## src/rtl/lags_pkg.sv

```systemverilog
// ----------------------------------------------------------------------------
// lags_pkg
// Shared constants, action and register codes, and controller/datapath
// command and status types for the life automaton generation step block.
// ----------------------------------------------------------------------------
package lags_pkg;

    localparam int MAX_ROWS_DEF = 128;
    localparam int MAX_COLS_DEF = 128;

    localparam int ACTION_W  = 2;
    localparam int IDX_W     = 7;
    localparam int CFG_W     = 8;
    localparam int CFG_IDX_W = 2;
    localparam int CNT_W     = 15;

    localparam logic [ACTION_W-1:0] ACT_WRITE   = 2'd0;
    localparam logic [ACTION_W-1:0] ACT_READ    = 2'd1;
    localparam logic [ACTION_W-1:0] ACT_ADVANCE = 2'd2;

    localparam logic [CFG_IDX_W-1:0] REG_ROW_COUNT = 2'd0;
    localparam logic [CFG_IDX_W-1:0] REG_COL_COUNT = 2'd1;

    localparam logic [CFG_W-1:0] ROW_COUNT_RST = 8'd20;
    localparam logic [CFG_W-1:0] COL_COUNT_RST = 8'd40;

    // drain wait from the last row issue until the live count has settled
    localparam int DRAIN_LEN = 6;

    typedef struct packed {
        logic load_item;
        logic clear_acc;
        logic rd_en;
        logic src_top;
        logic capture_top;
        logic adv_mode;
        logic compute_en;
        logic load_out;
    } lags_cmd_t;

    typedef struct packed {
        logic is_advance;
    } lags_sts_t;

endpackage

```

## src/rtl/lags_ctrl.sv

```systemverilog
// ----------------------------------------------------------------------------
// lags_ctrl
// Sequencer: takes an item, sweeps the rows in use through the datapath
// (advance or modify pass), waits for the live count to settle and hands
// the result to the output register.
// ----------------------------------------------------------------------------
module lags_ctrl #(
    parameter int MAX_ROWS = lags_pkg::MAX_ROWS_DEF,
    localparam int ROW_W   = $clog2(MAX_ROWS),
    localparam int RCNT_W  = $clog2(MAX_ROWS + 1)
) (
    input  logic                clk,
    input  logic                rst_n,
    input  logic                item_valid,
    output logic                item_ready,
    output logic                out_valid,
    input  logic                out_ready,
    output lags_pkg::lags_cmd_t cmd,
    output logic [ROW_W-1:0]    rd_addr,
    output logic [ROW_W-1:0]    cmp_row,
    input  lags_pkg::lags_sts_t sts,
    input  logic [RCNT_W-1:0]   rows
);
    import lags_pkg::*;

    localparam int KW = $clog2(MAX_ROWS + 2);

    localparam logic [2:0] S_IDLE  = 3'd0;
    localparam logic [2:0] S_PREP  = 3'd1;
    localparam logic [2:0] S_ADV   = 3'd2;
    localparam logic [2:0] S_SWEEP = 3'd3;
    localparam logic [2:0] S_DRAIN = 3'd4;
    localparam logic [2:0] S_DONE  = 3'd5;

    logic [2:0]    state_reg, state_next;
    logic [KW-1:0] k_reg, k_next;
    logic          out_valid_reg, out_valid_next;
    logic [KW-1:0] rows_k;
    logic [KW-1:0] k_m1;
    logic [KW-1:0] k_m2;
    logic [RCNT_W-1:0] rows_m1;

    assign rows_k  = KW'(rows);
    assign k_m1    = k_reg - 1'b1;
    assign k_m2    = k_reg - 2'd2;
    assign rows_m1 = rows - 1'b1;

    always_comb
    begin
        state_next     = state_reg;
        k_next         = k_reg;
        out_valid_next = out_valid_reg;
        cmd            = '0;
        rd_addr        = '0;
        cmp_row        = k_m2[ROW_W-1:0];
        item_ready     = 1'b0;

        if (out_valid_reg && out_ready)
        begin
            out_valid_next = 1'b0;
        end

        unique case (state_reg)
            S_IDLE:
            begin
                item_ready = 1'b1;
                if (item_valid)
                begin
                    cmd.load_item = 1'b1;
                    state_next    = S_PREP;
                end
            end
            S_PREP:
            begin
                cmd.clear_acc = 1'b1;
                k_next        = '0;
                state_next    = sts.is_advance ? S_ADV : S_SWEEP;
            end
            S_ADV:
            begin
                // stream: last row, rows 0..last, then the saved top row
                cmd.adv_mode    = 1'b1;
                cmd.capture_top = (k_reg == KW'(1));
                cmd.compute_en  = (k_reg >= KW'(2));
                if (k_reg == rows_k + 1'b1)
                begin
                    cmd.src_top = 1'b1;
                    k_next      = '0;
                    state_next  = S_DRAIN;
                end
                else
                begin
                    cmd.rd_en = 1'b1;
                    rd_addr   = (k_reg == '0) ? rows_m1[ROW_W-1:0] : k_m1[ROW_W-1:0];
                    k_next    = k_reg + 1'b1;
                end
            end
            S_SWEEP:
            begin
                cmd.rd_en = 1'b1;
                rd_addr   = k_reg[ROW_W-1:0];
                k_next    = k_reg + 1'b1;
                if (k_reg == rows_k - 1'b1)
                begin
                    k_next     = '0;
                    state_next = S_DRAIN;
                end
            end
            S_DRAIN:
            begin
                k_next = k_reg + 1'b1;
                if (k_reg == KW'(DRAIN_LEN - 1))
                begin
                    k_next     = '0;
                    state_next = S_DONE;
                end
            end
            S_DONE:
            begin
                if (!out_valid_reg || out_ready)
                begin
                    cmd.load_out   = 1'b1;
                    out_valid_next = 1'b1;
                    state_next     = S_IDLE;
                end
            end
            default:
            begin
                state_next = S_IDLE;
            end
        endcase
    end

    always_ff @(posedge clk or negedge rst_n)
    begin
        if (!rst_n)
        begin
            state_reg     <= S_IDLE;
            k_reg         <= '0;
            out_valid_reg <= 1'b0;
        end
        else
        begin
            state_reg     <= state_next;
            k_reg         <= k_next;
            out_valid_reg <= out_valid_next;
        end
    end

    assign out_valid = out_valid_reg;

`ifndef NO_ASSERTIONS
    a_load_out_free: assert property (@(posedge clk) disable iff (!rst_n)
        cmd.load_out |-> (!out_valid_reg || out_ready))
        else $error("result loaded over an untaken result");

    a_no_read_in_drain: assert property (@(posedge clk) disable iff (!rst_n)
        (state_reg == S_DRAIN || state_reg == S_DONE) |-> !cmd.rd_en)
        else $error("row read issued after the sweep ended");

    a_adv_bound: assert property (@(posedge clk) disable iff (!rst_n)
        (state_reg == S_ADV) |-> (k_reg <= rows_k + 1'b1))
        else $error("advance counter ran past the window");

    a_accept_starts: assert property (@(posedge clk) disable iff (!rst_n)
        (item_valid && item_ready) |=> (state_reg == S_PREP))
        else $error("accepted item did not start a pass");
`endif

endmodule

```

## config.mk

```make
export PLATFORM = sky130hd
export DESIGN_NAME = lags_ctrl
export DESIGN_NICKNAME = d
export VERILOG_FILES = /design/src/rtl/lags_pkg.sv /design/src/rtl/lags_ctrl.sv
export SDC_FILE = /design/constraint.sdc
export NUM_CORES = 1
export LEC_CHECK = 0
export ABC_AREA = 0
export CORE_UTILIZATION = 35
export DETAILED_ROUTE_END_ITERATION = 8
export DONT_BUFFER_PORTS = 1
export GPL_TIMING_DRIVEN = 0
export PLACE_DENSITY = 0.5
export SKIP_LAST_GASP = 1
export SYNTH_ARGS = -nofsm -noshare
export SYNTH_HDL_FRONTEND = slang
export SYNTH_SLANG_ARGS = --single-unit
export TNS_END_PERCENT = 20
```

## constraint.sdc

```tcl
create_clock -name clk -period 2.3 [get_ports clk]
set_clock_uncertainty 0.1 [all_clocks]
set_input_delay 0.23 -clock clk [delete_from_list [all_inputs] [get_ports clk]]
set_output_delay 0.23 -clock clk [all_outputs]
set_load 0.02 [all_outputs]
```

==> flow_summary_export.csv <==
group,metric,value,unit
cells_and_area,syn_to_final_growth,26.29,%
drt,antenna_left,0,
synthesis,synth_fp_nets,250,
drt,drt_iter0_markers,58,
drt,viasPerCell,5.719,
synthesis,synth_top_area_share,0.1767,
timing,tightestPinTransition,0.7475,ns
clock_network,htree_levels,1,
critical_path,path_max_fanout,10,
clock_network,tritoncts,"built",
timing,period_needed,2.580,ns
global_routing,antenna_found_initial,0,
drt,drc_errors,0,
drt,wl_per_cell,17.19,um
global_routing,grt_max_degree,13,
cells_and_area,final_cells,299,
critical_path,crit_type,"reg2out",
timing,fmax,387.7,MHz
placement,dp_hpwl,3.783,mm
placement,dpl_worst_slack,-0.4769,ns
timing,fin_crit_sh,1.122,
synthesis,synthCells,228,
pwr,power.density,1356,nW/um^2
timing,drv_slew,0,
flow_run,cap_violations,0,
cells_and_area,largest_register_ff_count,8,
floorplan,num_io_pins,37,
placement,post_dp_cell_area,1836,um^2
min_path,worstHoldPathType,"in2reg",
timing,rsz0062_at_grt,"yes",
cells_and_area,multi_input_area,1390,um^2
floorplan,die-area,5137,um^2
cells_and_area,stdcell_area,2146,um^2
drt,totalWireLength,5.140,mm
cells_and_area,drive_gt1_frac,0.2632,
global_routing,grt_pass1_vias,1668,
clock_network,numCtsBuffers,3,
timing,slew_headroom,0.4979,
placement,io_buffers,0,
pwr,power.leakage,0.9532,nW
clock_network,ctsRootBufferMaster,"clkbuf_8",
synthesis,synth_area,1699,um^2
cells_and_area,insertedDiodeCount,0,
drt,num_vias,1710,
cells_and_area,utilization,0.4764,
synthesis,synth_top_area_cell,"dfrtp_1",
clock_network,cts_buffer_depth,2,
synthesis,ys_top_cells_by_area,"dfrtp_1 (18%), ha_1 (6.6%), xor2_1 (5.7%)",
timing,setup_viol,16,
timing,tns,-3.067,ns
timing,hold_ws,0.1089,ns
placement,dp_cells,280,
status,status,"finished, violations left",
timing,hold_viol,0,
critical_path,cp.arrival,2.25,ns
floorplan,die_h,71.68,um
clock_network,clk_pin_slew,0.06,ns
global_routing,grt_pass1_wl,8.493,mm
cells_and_area,layout.nets,270,
cells_and_area,nFillCells,476,
cells_and_area,regArea,304.0,um^2
floorplan,die_w,71.68,um
synthesis,ys_ff_latch,12,
synthesis,syn_avg_cell_area,7.452,um^2
clock_network,cts_sinks,12,
synthesis,synthFlopType,"dfrtp_1",
global_routing,gr-total-overflow,0,
synthesis,synth_edf_count,0,
synthesis,yosysUniqueCellTypes,56,
critical_path,start_kind,"flop",
floorplan,initial_core_util,0.3772,
floorplan,core-area,4504,um^2
global_routing,grt_use_total,0.2133,
floorplan,rows,24,
pwr,p_total,2.909,mW
status,violations,"negative setup slack",
critical_path,critPathCaptureType,"output port",
drt,drtPass1Iterations,4,
synthesis,yosys_warnings,0,
synthesis,ys_async_sr_fraction,1.000,
pwr,vdd_drop_max,788.9,uV
clock_network,clk_latency,0.25,ns
placement,gp_congestion,0.7618,
timing,worst_slack,-0.2796,ns
critical_path,required,1.97,ns
synthesis,ys_seq_area_frac,0.1767,
-- repair_timing --
action | 4_1_cts | 5_1_grt
pin swaps | 10 | 8
setup buffers | 13 | 2
gates resized for setup | 25 | 11
endpoints found under the setup margin | 21 | 21
gates cloned | 0 | 0
endpoints found under the hold margin | 12 | 0
hold buffers | 1 | 0
-- placed cells by master (no fill, tap or decap), types with 6 or more instances in the layout --
| cell | netlist | routed |
|---|---|---|
| nand2_1 | 23 | 23 |
| nor2_1 | 20 | 20 |
| buf_4 | 2 | 18 |
| inv_1 | 16 | 13 |
| nand2b_1 | 11 | 11 |
| o21ai_0 | 12 | 10 |
| dfrtp_1 | 12 | 9 |
| xor2_1 | 11 | 8 |
| ha_1 | 9 | 8 |
| and2_1 | 7 | 7 |
| xnor2_1 | 8 | 7 |
| nor3_1 | 6 | 6 |
| a21oi_1 | 10 | 6 |
-- kinds of logic (layout without fill, tap and decap cells) --
| group | Yosys count | in the layout | share of synthesized area |
|---|---|---|---|
| mux | 2 | 2 | 0.01178 |
| simple gates | 98 | 98 | 0.3152 |
| flops | 12 | 12 | 0.1767 |
| fa+ha+maj | 9 | 9 | 0.06628 |
| buf+inv | 31 | 50 | 0.08689 |
| xor+xnor | 20 | 20 | 0.1112 |
| compound gates | 56 | 56 | 0.2320 |
-- Yosys cell counts, types with 3 or more instances --
master	count
nor2b_1	3
o32ai_1	4
nand2_1	23
and2_1	7
xor2_1	11
xnor2_1	8
nor2_1	20
clkbuf_1	3
dfrtp_1	12
inv_1	16
nand2b_1	11
a21oi_1	10
nor3_1	6
a31oi_1	5
buf_2	7
or3_1	5
nand3_1	6
ha_1	9
o21ai_0	12
-- area by class of cell --
cell class / count / share of cell area
repair buffers: 15 / 0.05364
well taps: 52 / 0.03032
inverters: 16 / 0.03907
multi-input cells: 185 / 0.6478
plain buffers: 15 / 0.06181
flip-flops and latches: 12 / 0.1417
clock buffers: 4 / 0.02566
-- report_power, final --
group	switching, mW	total, mW	internal [mW]
clock	0.0892	0.241	0.152
combinational	1.42	2.26	0.843
sequential	0.112	0.407	0.295
-- final timing paths --
kind,from,end,slack [ns],depth (start not counted)
worst max-delay path,k_reg[2]$_DFFE_PN0P_,rd_addr[4],-0.28,9
worst min-delay path,out_ready,out_valid$_DFF_PN0_,0.11,2
worst max register to register,k_reg[2]$_DFFE_PN0P_,state_reg[0]$_DFFE_PN0P_,-0.25,9
worst min register to register,state_reg[1]$_DFFE_PN0P_,state_reg[0]$_DFFE_PN0P_,0.49,1
max in group asynchronous,rst_n,k_reg[1]$_DFFE_PN0P_,1.32,1
min in group asynchronous,rst_n,state_reg[1]$_DFFE_PN0P_,0.34,1
-- metal layers --
layer  wire length [um]  track usage
met4                 37      0.03050
met2               2298       0.3428
met3                272      0.05345
met1               2531       0.2958
met5                  0            0
-- critical path, stage by stage (launching register included) --
cell and delay, ns:
dfrtp_1 0.39, clkbuf_8 0.15, nand4b_1 0.16, nor2_1 0.12, a31oi_1 0.06, nor4_2 0.41
a21oi_2 0.13, buf_6 0.15, buf_8 0.14, a32o_2 0.29
(Power assumes the default switching activity.)
